===== src/rtl/core/glpc_pkg.sv =====
// ----------------------------------------------------------------------------
// glpc_pkg
// Shared types and constants for the grid local peak counter.
// ----------------------------------------------------------------------------
`default_nettype none

package glpc_pkg;

  localparam int VALUE_W   = 64;
  localparam int ROW_W     = 16;
  localparam int COUNT_W   = 11;
  localparam int TOTAL_W   = 26;
  localparam int ACC_W     = 27;
  localparam int CFG_IDX_W = 2;
  localparam int CFG_DAT_W = 16;
  localparam int COLS_W    = 11;
  localparam int FIFO_DEPTH = 4;
  localparam int FIFO_PTR_W = 2;
  localparam int FIFO_CNT_W = 3;

  typedef enum logic [CFG_IDX_W-1:0] {
    CFG_GRID_COLUMNS = 2'd0,
    CFG_GRID_ROWS    = 2'd1
  } cfg_index_t;

  typedef struct packed {
    logic [ROW_W-1:0]   row_index;
    logic [COUNT_W-1:0] row_hotspots;
    logic [TOTAL_W-1:0] peak_total;
    logic               final_row;
  } result_t;

  typedef struct packed {
    logic [VALUE_W-1:0] up_far;
    logic [VALUE_W-1:0] left;
    logic [VALUE_W-1:0] center;
    logic [VALUE_W-1:0] right;
    logic [VALUE_W-1:0] prev1;
    logic [VALUE_W-1:0] prev2;
    logic               has_above;
    logic               has_up_far;
    logic               has_left;
    logic               has_left2;
    logic               has_right;
    logic               is_final;
    logic               is_last_col;
  } window_t;

  typedef struct packed {
    logic pend_hit;
    logic tail_hit;
    logic self_hit;
  } hits_t;

  typedef struct packed {
    logic first;
    logic second;
  } push_t;

endpackage

`default_nettype wire


===== src/rtl/core/glpc_result_fifo.sv =====
// ----------------------------------------------------------------------------
// glpc_result_fifo
// Small result queue taking up to two results per cycle, one out per cycle when popped.
// ----------------------------------------------------------------------------
`default_nettype none

module glpc_result_fifo (
  input  wire logic              clk,
  input  wire logic              rst,
  input  wire glpc_pkg::push_t   push,
  input  wire glpc_pkg::result_t data0,
  input  wire glpc_pkg::result_t data1,
  output glpc_pkg::result_t      head,
  output logic                   head_valid,
  input  wire logic              pop,
  output logic                   room2
);

  import glpc_pkg::*;

  result_t                entry [FIFO_DEPTH];
  logic [FIFO_PTR_W-1:0]  wr_ptr;
  logic [FIFO_PTR_W-1:0]  rd_ptr;
  logic [FIFO_CNT_W-1:0]  count;
  logic [FIFO_CNT_W-1:0]  push_count;
  logic                   do_pop;

  assign push_count = FIFO_CNT_W'(push.first) + FIFO_CNT_W'(push.second);
  assign do_pop     = pop && head_valid;
  assign head_valid = (count != '0);
  assign head       = entry[rd_ptr];
  assign room2      = (count <= FIFO_CNT_W'(FIFO_DEPTH - 2));

  always_ff @(posedge clk) begin
    if (push.first) begin
      entry[wr_ptr] <= data0;
    end
    if (push.second) begin
      entry[wr_ptr + FIFO_PTR_W'(1)] <= data1;
    end
  end

  always_ff @(posedge clk) begin
    if (rst) begin
      wr_ptr <= '0;
      rd_ptr <= '0;
      count  <= '0;
    end else begin
      wr_ptr <= wr_ptr + push_count[FIFO_PTR_W-1:0];
      rd_ptr <= rd_ptr + FIFO_PTR_W'(do_pop);
      count  <= count + push_count - FIFO_CNT_W'(do_pop);
    end
  end

endmodule

`default_nettype wire


===== config.mk =====
export PLATFORM = sky130hd
export DESIGN_NAME = glpc_result_fifo
export DESIGN_NICKNAME = d
export VERILOG_FILES = /design/src/rtl/core/glpc_pkg.sv /design/src/rtl/core/glpc_result_fifo.sv
export SDC_FILE = /design/constraint.sdc
export NUM_CORES = 1
export LEC_CHECK = 0
export BUFFER_PORTS_ARGS = -buffer_cell sky130_fd_sc_hd__clkbuf_2
export CORE_MARGIN = 4
export CORE_UTILIZATION = 45
export DETAILED_ROUTE_END_ITERATION = 10
export PLACE_DENSITY = 0.77
export SETUP_SLACK_MARGIN = 0.2
export SYNTH_ARGS = -nofsm -noshare
export SYNTH_HDL_FRONTEND = slang
export SYNTH_SLANG_ARGS = --single-unit

===== constraint.sdc =====
create_clock -name clk -period 10.22 [get_ports clk]
set_input_delay 2.044 -clock clk [delete_from_list [all_inputs] [get_ports clk]]
set_output_delay 2.044 -clock clk [all_outputs]
set_load 0.01 [all_outputs]

==> flow_summary.toml <==
[power_and_ir_drop]
peakVddDrop_mv = 0.195
switching_share_pct = 27.1
p_int_mw = 2.04
clkPwrFrac_pct = 30.8
switchingPower_uw = 757
leakage_nw = 4.81
comb_power_share_pct = 25.5
power_mw = 2.79
seq_power_share_pct = 43.7
powerDensity_mw_per_mm2 = 216

[placed_design]
placed_area_mm2 = 0.0121
gp_congestion = 0.725
dpl.hpwl_um = 14300
pre_cts_ws_ns = 5.50
dpl.cell_count = 1032
io_buffers = 168

[layout]
final_util_pct = 53.1
drive_gt1_share_pct = 62.9
num_antenna_cells = 0
nets = 855
stdcell_area_mm2 = 0.0129
finalNonFillerCells = 1077
syn2layout_area_growth_pct = 16.1

[route]
drc_errors = 0
vias = 5812
totalWireLength_um = 23800
routedWlPerCell_um = 22.1
drtIter0Drc = 434
ant_nets = 0
vias_per_cell = 5.40
drtPass1Iterations = 4

[floorplan]
die_area_mm2 = 0.0273
core-area_mm2 = 0.0243
floorplan.initialDensity_pct = 45.8
die-width_um = 165
row_count = 57
io_pins = 169
die_h_um = 165

[synthesis]
synth_top_area_share_pct = 58.3
synthTopCellsByArea = "edfxtp_1, mux2_2, mux4_2"
async_flop_share_pct = 0
syn_nets = 686
synth_edf_count = 216
synth_cell_types = 28
synth_most_common_cell = "edfxtp_1"
synth_commonest_cells = "edfxtp_1, mux2_2, mux4_2"
ys_ff_latch = 223
synthesis.area_mm2 = 0.0111
synth-seq-area-share_pct = 59.5
postSynthCellCount = 566
synthFlopType = "edfxtp_1"
synth_area_per_cell_um2 = 19.7
yosysWarningCount = 0
yosysTopAreaCell = "edfxtp_1"

[grt]
grt_usage_pct = 17.5
antenna_found_initial = 0
grt_overflow_total = 0
grt_pass1_wl_um = 36300
grt_max_degree = 56
grt_pass1_vias = 6380

[flow_run]
max_cap_violations = 0

[sta]
setup_tns_ns = 0
tightestPinTransition_ns = 1.08
hold_viol_final = 0
finalClockSkew_ns = 0.0105
maxSlewHeadroom_pct = 28.1
fmax_ghz = 0.215
drv_slew = 0
period_share_pct = 45.6
setup_viol = 0
worst_slack_ns = 5.56
rsz0062_at_grt = "no"
fin_hold_ws_ns = 0.648
period_minus_slack_ns = 4.66

[setup_path]
path_max_fanout = 35
crit_path_start_kind = "flop"
crit_path_end_kind = "output port"
criticalPathCategory = "flop to output port"
cp_data_arrival_time_ns = 2.61
required_ns = 8.18

[cts]
clkSlewWorstSetupHoldPaths_ns = 0.06
clock_sinks = 223
ctsRootBufferMaster = "clkbuf_16"
insertion_delay_ns = 0.50
htreeDepth = 1
cts_tree = "done"
postCtsResizedCells = 0
hold_buffers = 0
cts_made_buffers = 25
postCtsSetupRepairBufs = 0
cts_max_path_buffers = 3

[min_path]
hold_class = "flop to flop"

[run_status]
status = "completed"
==> layer usage <==
metal,vias to the layer above,global-route usage [%],part of all wire [%]
met3,19,3.47,5.5
met4,0,3.06,1.2
li1,2660,-,-
met1,2992,23.7,44
met5,-,0,0
met2,141,29.8,50
==> flip-flops by register name (all words and copies together), names as in the netlist <==
signal,cells
entry,216
count,3
rd_ptr,2
wr_ptr,2
==> cell usage in the layout (no fill, tap or decap), types with 3 or more instances in the layout <==
master,count
mux4_2,54
clkinv_1,3
mux2_4,49
ha_1,6
clkbuf_2,168
inv_1,7
clkinv_2,5
nor2b_1,4
clkbuf_16,25
dfxtp_1,5
clkbuf_1,7
mux2_1,17
buf_4,10
nor2_1,3
edfxtp_1,216
mux2_2,150
==> cells by family (layout without fill, tap and decap cells) <==
group / count (synthesis) / count (layout) / synth area share, %
multiplexers: 271 / 271 / 34.5
buffers and inverters: 43 / 230 / 3.52
adder cells (fa/ha/maj): 7 / 7 / 0.854
AND/OR/NAND/NOR: 16 / 16 / 0.967
AO/OA/AOI/OAI: 3 / 3 / 0.135
XOR/XNOR: 3 / 3 / 0.483
flip-flops: 223 / 223 / 59.5
==> power groups by stage <==
stage                     logic (mW)  clock network, mW  registers, mW
after global placement         0.716                  0           1.24
after CTS                      0.730              0.879           1.23
after floorplan                0.530                  0           1.21
after detailed placement       0.726                  0           1.24
final                          0.711              0.859           1.22
after global routing           0.771              0.925           1.24
==> layout make-up <==
class | count | area (um2)
Multi-Input combinational cell | 300 | 4160
Fill cell | 1911 | 11400
Timing Repair Buffer | 178 | 916
Tap cell | 324 | 405
Clock inverter | 11 | 104
Clock buffer | 34 | 679
Inverter | 7 | 26.3
Sequential cell | 223 | 6630
==> worst paths after layout <==
path / end / slack [ns] / startpoint / depth (start not counted)
worst max-delay path: head[53] / 5.56 / rd_ptr[0] / 3
worst min-delay path: count[0] / 0.65 / count[0] / 2
worst max register to register: entry[2][3] / 7.18 / wr_ptr[1] / 3
worst min register to register: count[0] / 0.65 / count[0] / 2
==> critical path, cell delays in order, from the launching register on <==
cell and delay (ns):
dfxtp_4 0.62, buf_4 0.69, mux4_2 0.62, clkbuf_2 0.15
No activity file was read; power rests on OpenSTA's default activity.
