===== config.mk =====
export PLATFORM = sky130hd
export DESIGN_NAME = glpc_peak_eval
export DESIGN_NICKNAME = d
export VERILOG_FILES = /design/src/rtl/core/glpc_pkg.sv /design/src/rtl/core/glpc_peak_eval.sv
export SDC_FILE = /design/constraint.sdc
export NUM_CORES = 1
export LEC_CHECK = 0
export BUFFER_PORTS_ARGS = -buffer_cell sky130_fd_sc_hd__buf_2
export CAP_MARGIN = 20
export CORE_UTILIZATION = 30
export DETAILED_ROUTE_END_ITERATION = 10
export PLACE_DENSITY_LB_ADDON = 0.05
export SLEW_MARGIN = 0
export SYNTH_ARGS = -nofsm -noshare
export SYNTH_HDL_FRONTEND = slang
export SYNTH_SLANG_ARGS = --single-unit

===== constraint.sdc =====
create_clock -name vclk -period 4.6
set_input_delay 1.15 -clock vclk [all_inputs]
set_output_delay 1.15 -clock vclk [all_outputs]
set_load 0.05 [all_outputs]

===== src/rtl/core/glpc_pkg.sv =====
// ----------------------------------------------------------------------------
// glpc_pkg
// Shared types and constants for the grid local peak counter.
// ----------------------------------------------------------------------------
`default_nettype none

package glpc_pkg;

  localparam int VALUE_W   = 64;
  localparam int ROW_W     = 16;
  localparam int COUNT_W   = 11;
  localparam int TOTAL_W   = 26;
  localparam int ACC_W     = 27;
  localparam int CFG_IDX_W = 2;
  localparam int CFG_DAT_W = 16;
  localparam int COLS_W    = 11;
  localparam int FIFO_DEPTH = 4;
  localparam int FIFO_PTR_W = 2;
  localparam int FIFO_CNT_W = 3;

  typedef enum logic [CFG_IDX_W-1:0] {
    CFG_GRID_COLUMNS = 2'd0,
    CFG_GRID_ROWS    = 2'd1
  } cfg_index_t;

  typedef struct packed {
    logic [ROW_W-1:0]   row_index;
    logic [COUNT_W-1:0] row_hotspots;
    logic [TOTAL_W-1:0] peak_total;
    logic               final_row;
  } result_t;

  typedef struct packed {
    logic [VALUE_W-1:0] up_far;
    logic [VALUE_W-1:0] left;
    logic [VALUE_W-1:0] center;
    logic [VALUE_W-1:0] right;
    logic [VALUE_W-1:0] prev1;
    logic [VALUE_W-1:0] prev2;
    logic               has_above;
    logic               has_up_far;
    logic               has_left;
    logic               has_left2;
    logic               has_right;
    logic               is_final;
    logic               is_last_col;
  } window_t;

  typedef struct packed {
    logic pend_hit;
    logic tail_hit;
    logic self_hit;
  } hits_t;

  typedef struct packed {
    logic first;
    logic second;
  } push_t;

endpackage

`default_nettype wire


===== src/rtl/core/glpc_peak_eval.sv =====
// ----------------------------------------------------------------------------
// glpc_peak_eval
// Strict four-neighbour peak tests for the cells decided by one arrival.
// ----------------------------------------------------------------------------
`default_nettype none

module glpc_peak_eval (
  input  wire logic [glpc_pkg::VALUE_W-1:0] arrival,
  input  wire glpc_pkg::window_t           win,
  output glpc_pkg::hits_t                  hits
);

  import glpc_pkg::*;

  always_comb begin
    hits.pend_hit = win.has_above
                 && (!win.has_up_far || (win.center > win.up_far))
                 && (win.center > arrival)
                 && (!win.has_left  || (win.center > win.left))
                 && (!win.has_right || (win.center > win.right));
    hits.tail_hit = win.is_final && win.has_left
                 && (!win.has_above || (win.prev1 > win.left))
                 && (!win.has_left2 || (win.prev1 > win.prev2))
                 && (win.prev1 > arrival);
    hits.self_hit = win.is_final && win.is_last_col
                 && (!win.has_above || (arrival > win.center))
                 && (!win.has_left  || (arrival > win.prev1));
  end

endmodule

`default_nettype wire


==> impl_metrics.env, run 1 <==
export IMPL_outcome="finished, violations left"
export IMPL_violations="negative setup slack"
export IMPL_syn2layout_area_growth_pct=52.0
export IMPL_place_hpwl_mm=43.5
export IMPL_synth_net_count=2441
export IMPL_crit_slowest_cell="or3_4"
export IMPL_ant_nets=0
export IMPL_fmax_mhz=216
export IMPL_yosysMostFrequentCell="ha_1"
export IMPL_finalCritPeriodShare_pct=101
export IMPL_worst_slew_pin_slew_ps=587
export IMPL_yosys_area_top_type="ha_1"
export IMPL_rows=69
export IMPL_final_max_slew_viol_count=0
export IMPL_layout_drive_gt1_share_pct=36.8
export IMPL_dr_pass1_iters=4
export IMPL_via_per_inst=4.89
export IMPL_grt_max_degree=5
export IMPL_drtIter0Drc=401
export IMPL_register_area_um2=0
export IMPL_crit_path_start_kind="primary input"
export IMPL_critPathMaxStageDelay_ps=390
export IMPL_p_leak_nw=9.79
export IMPL_synthCells=1538
export IMPL_setup_tns_final_ps=-60.0
export IMPL_place_area_um2=15200
export IMPL_crit_path_start="win[205]"
export IMPL_max_slew_margin_rel_pct=60.9
export IMPL_worstSetupPathType="in2out"
export IMPL_gr_total_overflow=0
export IMPL_wl_mm=47.3
export IMPL_dp_slack_ps=-637
export IMPL_fill_cells=3723
export IMPL_die_h_um=194
export IMPL_nets=3076
export IMPL_grt_usage_pct=24.4
export IMPL_cp_max_fo=4
export IMPL_cp_required_ps=3450
export IMPL_cts_hold_buf=0
export IMPL_die_w_um=194
export IMPL_setup_viol=2
export IMPL_worst_slack_ps=-30.3
export IMPL_whs_ps=2850
export IMPL_synth_commonest_cells="448 x ha_1, 389 x inv_1, 157 x a21oi_1"
export IMPL_wl_per_cell_um=17.9
export IMPL_drc=0
export IMPL_place_congestion=0.901
export IMPL_stdcell_area_um2=16800
export IMPL_rsz0062_at_grt="true"
export IMPL_multi_input_area_um2=10700
export IMPL_vdd_drop_max_uv=35.4
export IMPL_grt_pass1_wl_mm=71.8
export IMPL_die_area_um2=37600
export IMPL_hold_class="in2out"
export IMPL_ios=458
export IMPL_hold_viol=0
export IMPL_antenna_found_initial=12
export IMPL_end_kind="output pin"
export IMPL_total_power_w=0.00149
export IMPL_synth_top_area_share_pct=50.7
export IMPL_syn_area_um2=11000
export IMPL_synthTopCellsByArea="ha_1 51%, inv_1 13%, a21oi_1 7.1%"
export IMPL_crit_chain="buf_2 > ha_1 > nand4_1 > or3_4 > a21o_1 > a21oi_2 > nor3_2 > buf_4 > nor3_1 > nor2_1 > nor4_4 > buf_12"
export IMPL_worstPathArrival_ps=3480
export IMPL_yosysUniqueCellTypes=49
export IMPL_coreArea_um2=35900
export IMPL_p_per_area_nw_per_um2=88.5
export IMPL_maxCapViolations=0
export IMPL_avgSynthCellArea_um2=7.18
export IMPL_vias=12900
export IMPL_nFlopsAndLatches=0
export IMPL_worstHoldStart="win[4]"
export IMPL_start_util_pct=30.8
export IMPL_yosysWarnings=0
export IMPL_timing_final_crit_period_ps=4630
export IMPL_ys_seq_area_share_pct=0
export IMPL_clock_buffers=0
export IMPL_io_buffers=458
export IMPL_grt_pass1_vias=13400
-- power breakdown --
part | internal [W] | switching (W)
Clock | 0.000000000262 | 0
Combinational | 0.000723 | 0.000763
Sequential | 0 | 0
Total | 0.000723 | 0.000763
-- critical path: cells and delay by family --
family                   cells  cell delay, ps
adder cells (fa/ha/maj)      1             300
AND/OR/NAND/NOR              6            1230
AO/OA/AOI/OAI                2             310
buffers and inverters        3             460
-- worst paths after layout --
check / end / slack [ps] / depth (start not counted)
setup / recovery: hits[2] / -30 / 12
hold / removal: hits[0] / 2850 / 4
-- cells in the final DEF, fill, tap and decap left out, types with 5 or more instances in the layout --
cell and instances:
nand4_1 88, inv_4 10, inv_2 28, nor3_2 7
buf_8 9, ha_1 397, a21o_1 47, o21ai_1 5
nor3_1 18, a21oi_1 145, buf_4 181, a211oi_1 17
buf_2 398, nor4_4 7, nor2_1 41, o21ai_0 55
a21oi_2 11, diode_2 9, ha_4 51, nor2b_1 17
a221oi_1 6, buf_6 40, nand3_1 41, nand2_1 84
o211ai_1 8, nor4_1 5, a211oi_2 7, inv_1 351
nand2b_1 6
-- metal layers --
metal  track usage, %  wire (um)  vias to the layer above
li1                 -          -                     6752
met1             31.1      21200                     5757
met2             44.4      22800                      334
met3             2.26       2180                       54
met4             4.38        967                       10
met5                0         63                        -
-- final cells by class --
class,instances,area share [%]
Tap cell,461,3.44
Antenna cell,9,0.134
Multi-Input combinational cell,1149,63.6
Timing Repair Buffer,633,24.0
Inverter,389,8.84
-- logic make-up (layout without fill, tap and decap cells) --
family          after synthesis  after routing  share of synthesized area (%)
compound gates              345            345                           18.9
fa+ha+maj                   448            448                           50.7
buf+inv                     389           1022                           13.2
mux                           1              1                         0.0906
other cells                   0              9                              0
simple gates                355            355                           17.0
-- stage by stage --
step                cells  utilization, %
floorplan            1538               -
global placement     2617            42.3
CTS                  2631            45.3
global route         2638            46.7
finish               2641            46.8
detailed placement   2617            42.3
-- repair_timing --
item	CTS	global route
hold endpoints to repair	0	0
resized for setup	199	96
setup endpoints to repair	3	3
setup buffers	14	3
pin swaps	56	54
No activity file was read; power rests on OpenSTA's default activity.
==> inputs of run 2 (changes only) <==
--- a/config.mk
+++ b/config.mk
@@ -5,7 +5,7 @@
 export SDC_FILE = /design/constraint.sdc
 export NUM_CORES = 1
 export LEC_CHECK = 0
-export BUFFER_PORTS_ARGS = -buffer_cell sky130_fd_sc_hd__buf_2
+export BUFFER_PORTS_ARGS = -buffer_cell sky130_fd_sc_hd__buf_4
 export CAP_MARGIN = 20
 export CORE_UTILIZATION = 30
 export DETAILED_ROUTE_END_ITERATION = 10
==> impl_metrics.env, run 2 (same netlist as run 1, synthesis figures left out) <==
export IMPL_outcome="finished, violations left"
export IMPL_violations="negative setup slack"
export IMPL_crit_chain="buf_6 > inv_1 > ha_1 > nand4_1 > nor4_2 > nand2_1 > or3_4 > o2111a_1 > o21ai_1 > o2111a_1 > buf_6"
export IMPL_dr_pass1_iters=4
export IMPL_grt_pass1_vias=13100
export IMPL_vias=12700
export IMPL_p_per_area_nw_per_um2=88.4
export IMPL_critPathMaxStageDelay_ps=380
export IMPL_hold_viol=0
export IMPL_nets=3042
export IMPL_drtIter0Drc=371
export IMPL_wl_mm=47.0
export IMPL_drc=0
export IMPL_worstSetupPathType="in2out"
export IMPL_worstPathArrival_ps=3450
export IMPL_gr_total_overflow=0
export IMPL_critPathTopFamily="simple AND/OR/NAND/NOR gates"
export IMPL_crit_buf_inv=3
export IMPL_via_per_inst=4.87
export IMPL_ios=458
export IMPL_syn2layout_area_growth_pct=54.0
export IMPL_max_slew_margin_rel_pct=61.8
export IMPL_p_leak_nw=9.85
export IMPL_grt_pass1_wl_mm=70.8
export IMPL_place_hpwl_mm=43.6
export IMPL_die_w_um=194
export IMPL_setup_viol=1
export IMPL_clock_buffers=0
export IMPL_hold_depth=4
export IMPL_timing_final_crit_period_ps=4600
export IMPL_die_area_um2=37600
export IMPL_worst_slew_pin_slew_ps=573
export IMPL_place_congestion=0.918
export IMPL_maxCapViolations=0
export IMPL_worstHoldEndpoint="hits[0]"
export IMPL_nFlopsAndLatches=0
export IMPL_total_power_w=0.00150
export IMPL_rsz0062_at_grt="true"
export IMPL_io_buffers=458
export IMPL_layout_drive_gt1_share_pct=33.6
export IMPL_fmax_mhz=217
export IMPL_cts_hold_buf=0
export IMPL_coreArea_um2=35900
export IMPL_setup_tns_final_ps=-4.14
export IMPL_final_max_slew_viol_count=0
export IMPL_end_kind="output pin"
export IMPL_die_h_um=194
export IMPL_wl_per_cell_um=18.0
export IMPL_worst_slack_ps=-4.14
export IMPL_ant_nets=0
export IMPL_worstHoldStart="win[4]"
export IMPL_crit_path_start_kind="primary input"
export IMPL_finalCritPeriodShare_pct=100
export IMPL_antenna_found_initial=8
export IMPL_grt_max_degree=5
export IMPL_crit_slowest_cell="or3_4"
export IMPL_cp_max_fo=3
export IMPL_final_cell_mix="570 x buf_4, 413 x ha_1, 365 x inv_1"
export IMPL_grt_usage_pct=24.0
export IMPL_hold_class="in2out"
export IMPL_register_area_um2=0
export IMPL_vdd_drop_max_uv=42.2
export IMPL_cp_required_ps=3450
export IMPL_rows=69
export IMPL_final_common_cell="buf_4"
export IMPL_start_util_pct=30.8
-- run 2: per-layer routing --
metal | track usage, % | vias to the layer above | share of wire (%)
met2 | 43.5 | 322 | 48
met5 | 0 | - | 0.036
met4 | 4.06 | 2 | 1.8
met1 | 30.3 | 5652 | 45
met3 | 3.27 | 32 | 5.0
li1 | - | 6673 | -
-- run 2: tightest hold or removal path: cells and delay by family --
family	cells	cell delay, ps
AO/OA/AOI/OAI	2	220
buffers and inverters	2	280
-- run 2: how the worst max path moves through the flow --
stage	start	to	slack, ps	cells after the start
after floorplan	win[129]	hits[0]	200	9
after global placement	arrival[49]	hits[2]	-440	12
after detailed placement	arrival[49]	hits[2]	-420	12
after global routing	win[106]	hits[0]	-170	13
after CTS	win[109]	hits[1]	-80	11
final	win[108]	hits[0]	-4	11
-- run 2: layout make-up --
cell class,instances,area [um2]
fillers,3785,18900
diodes,6,15.0
repair buffers,599,4620
well taps,461,577
multi-input cells,1149,10300
inverters,389,1470
-- run 2: through the flow --
step / cell area [um2] / utilization (%) / std cells / hold slack (ps) / setup slack (ps)
2_1_floorplan: 11100 / - / 1538 / 2640 / 199
3_3_place_gp: 16100 / 44.8 / 2590 / 2820 / -442
3_5_place_dp: 16100 / 44.8 / 2590 / 2830 / -418
4_1_cts: 16700 / 46.6 / 2596 / 2820 / -81.5
5_1_grt: 17000 / 47.3 / 2603 / 2850 / -174
6_report: 17000 / 47.4 / 2604 / 2810 / -4.14
-- run 2: repair_timing --
item | 4_1_cts | 5_1_grt
buffers inserted | 6 | 3
resized for setup | 107 | 55
setup endpoints to repair | 3 | 3
pin swaps | 46 | 23
-- run 2: report_power, final --
| group | total [W] | switching, W | internal [W] |
|---|---|---|---|
| combinational | 0.00150 | 0.000732 | 0.000770 |
| sequential | 0 | 0 | 0 |
| clock | 0.000000000175 | 0 | 0.000000000175 |
| total | 0.00150 | 0.000732 | 0.000770 |
==> inputs of run 3 (changes only) <==
--- a/config.mk
+++ b/config.mk
@@ -7,6 +7,7 @@
 export LEC_CHECK = 0
 export BUFFER_PORTS_ARGS = -buffer_cell sky130_fd_sc_hd__buf_4
 export CAP_MARGIN = 20
+export CORE_MARGIN = 2
 export CORE_UTILIZATION = 30
 export DETAILED_ROUTE_END_ITERATION = 10
 export PLACE_DENSITY_LB_ADDON = 0.05
==> impl_metrics.env, run 3 (same netlist as run 1, synthesis figures left out) <==
export IMPL_p_sw_w=0.000757
export IMPL_setup_viol=0
export IMPL_place_congestion=0.884
export IMPL_stdcell_area_um2=17600
export IMPL_rows=70
export IMPL_crit_chain="buf_8 > inv_4 > ha_4 > nand4_4 > nor4_4 > buf_4 > nand2_4 > or3_4 > o2111a_1 > o21ai_1 > o2111a_1 > buf_6"
export IMPL_final_cell_mix="565 x buf_4, 394 x ha_1, 358 x inv_1"
export IMPL_finalCritPeriodShare_pct=99.7
export IMPL_p_per_area_nw_per_um2=88.9
export IMPL_hold_viol=0
export IMPL_worstSetupPathType="in2out"
export IMPL_start_util_pct=30.3
export IMPL_dp_cells=2604
export IMPL_grt_pass1_wl_mm=72.0
export IMPL_grt_usage_pct=24.1
export IMPL_wl_mm=48.1
export IMPL_p_leak_nw=9.99
export IMPL_syn2layout_area_growth_pct=58.9
export IMPL_nFlopsAndLatches=0
export IMPL_cp_max_fo=3
export IMPL_final_max_slew_viol_count=0
export IMPL_antenna_found_initial=5
export IMPL_place_hpwl_mm=44.4
export IMPL_ios=458
export IMPL_crit_path_start_kind="primary input"
export IMPL_vias=12800
export IMPL_wl_per_cell_um=18.4
export IMPL_cp_required_ps=3450
export IMPL_layout_drive_gt1_share_pct=36.0
export IMPL_crit_slowest_cell="or3_4"
export IMPL_critPathMaxStageDelay_ps=390
export IMPL_via_per_inst=4.90
export IMPL_coreArea_um2=36400
export IMPL_die_area_um2=38400
export IMPL_setup_tns_final_ps=0
export IMPL_gr_total_overflow=0
export IMPL_die_h_um=196
export IMPL_crit_top_cell="o2111a_1"
export IMPL_drc=0
export IMPL_finalNonFillerCells=2619
export IMPL_place_area_um2=16100
export IMPL_worstHoldStart="win[4]"
export IMPL_whs_ps=2800
export IMPL_hold_depth=4
export IMPL_rsz0062_at_grt="true"
export IMPL_register_area_um2=0
export IMPL_seqPwrFrac_pct=0
export IMPL_fill_cells=3723
export IMPL_vdd_drop_max_uv=35.3
export IMPL_combPwrFrac_pct=100.0
export IMPL_swShare_pct=48.5
export IMPL_clockPowerShare_pct=0
export IMPL_fmax_mhz=218
export IMPL_cts_hold_buf=0
export IMPL_max_slew_margin_rel_pct=58.6
export IMPL_die_w_um=196
export IMPL_total_power_w=0.00156
export IMPL_clock_buffers=0
export IMPL_drtIter0Drc=429
export IMPL_multi_input_area_um2=10700
export IMPL_io_buffers=458
export IMPL_worstHoldEndpoint="hits[0]"
export IMPL_grt_pass1_vias=13200
export IMPL_dr_pass1_iters=5
export IMPL_outcome="complete, no violations"
export IMPL_grt_max_degree=5
export IMPL_worstPathArrival_ps=3440
export IMPL_hold_class="in2out"
export IMPL_nets=3053
export IMPL_final_common_cell="buf_4"
export IMPL_ant_nets=0
export IMPL_timing_final_crit_period_ps=4590
export IMPL_internal_power_w=0.000803
export IMPL_end_kind="output pin"
export IMPL_maxCapViolations=0
export IMPL_worst_slew_pin_slew_ps=620
[run 3: cell types whose count changed in the layout (fill, tap and decap cells not counted), sizes merged]
| cell | delta |
|---|---|
| diode | -3 |
| buf | +11 |
[run 3: worst max-delay path by stage]
stage          startpoint       to  cells after the start  slack, ps
2_1_floorplan    win[129]  hits[0]                      9        200
3_3_place_gp     win[242]  hits[2]                     13       -380
3_5_place_dp     win[236]  hits[2]                     13       -370
4_1_cts           win[93]  hits[0]                     12        -20
5_1_grt          win[209]  hits[2]                     14       -130
6_report         win[124]  hits[0]                     12         10
[run 3: through the flow]
step | utilization [%] | setup slack (ps)
after floorplan | - | 199
after global placement | 44.3 | -379
after detailed placement | 44.3 | -373
after CTS | 46.2 | -21.8
after global routing | 48.2 | -128
final | 48.2 | 14.4
[run 3: power by group through the flow]
| stage | combinational (W) | sequential [W] | clock (W) |
|---|---|---|---|
| 2_1_floorplan | 0.000677 | 0 | 0 |
| 3_3_place_gp | 0.00139 | 0 | 0 |
| 3_5_place_dp | 0.00141 | 0 | 0 |
| 4_1_cts | 0.00149 | 0 | 0 |
| 5_1_grt | 0.00176 | 0 | 0.0000000000874 |
| 6_report | 0.00156 | 0 | 0.0000000000875 |
[run 3: timing repair]
action | CTS | global route
buffers inserted | 10 | 3
endpoints found under the setup margin | 3 | 3
gates resized for setup | 121 | 127
hold endpoints to repair | 0 | 0
pin swaps | 45 | 66
[run 3: layout make-up]
cell class / instances / area share [%]
timing repair buffer: 610 / 27.3
tap: 468 / 3.34
multi-input combinational: 1149 / 60.9
antenna: 3 / 0.0428
inverter: 389 / 8.44
[run 3: layer usage]
| layer | GRT usage, % | routed length [um] | vias up |
|---|---|---|---|
| met5 | 0 | 25 | - |
| met4 | 5.11 | 1190 | 4 |
| met3 | 3.11 | 2660 | 50 |
| met2 | 43.1 | 23000 | 313 |
| met1 | 30.8 | 21200 | 5787 |
| li1 | - | - | 6689 |
[run 3: worst max-delay path, delay by kind of cell]
kind,cells,cell delay [ps]
buffers and inverters,4,470
and+or+nand+nor,4,920
adders and majority gates,1,260
AOI/OAI and AO/OA,3,620
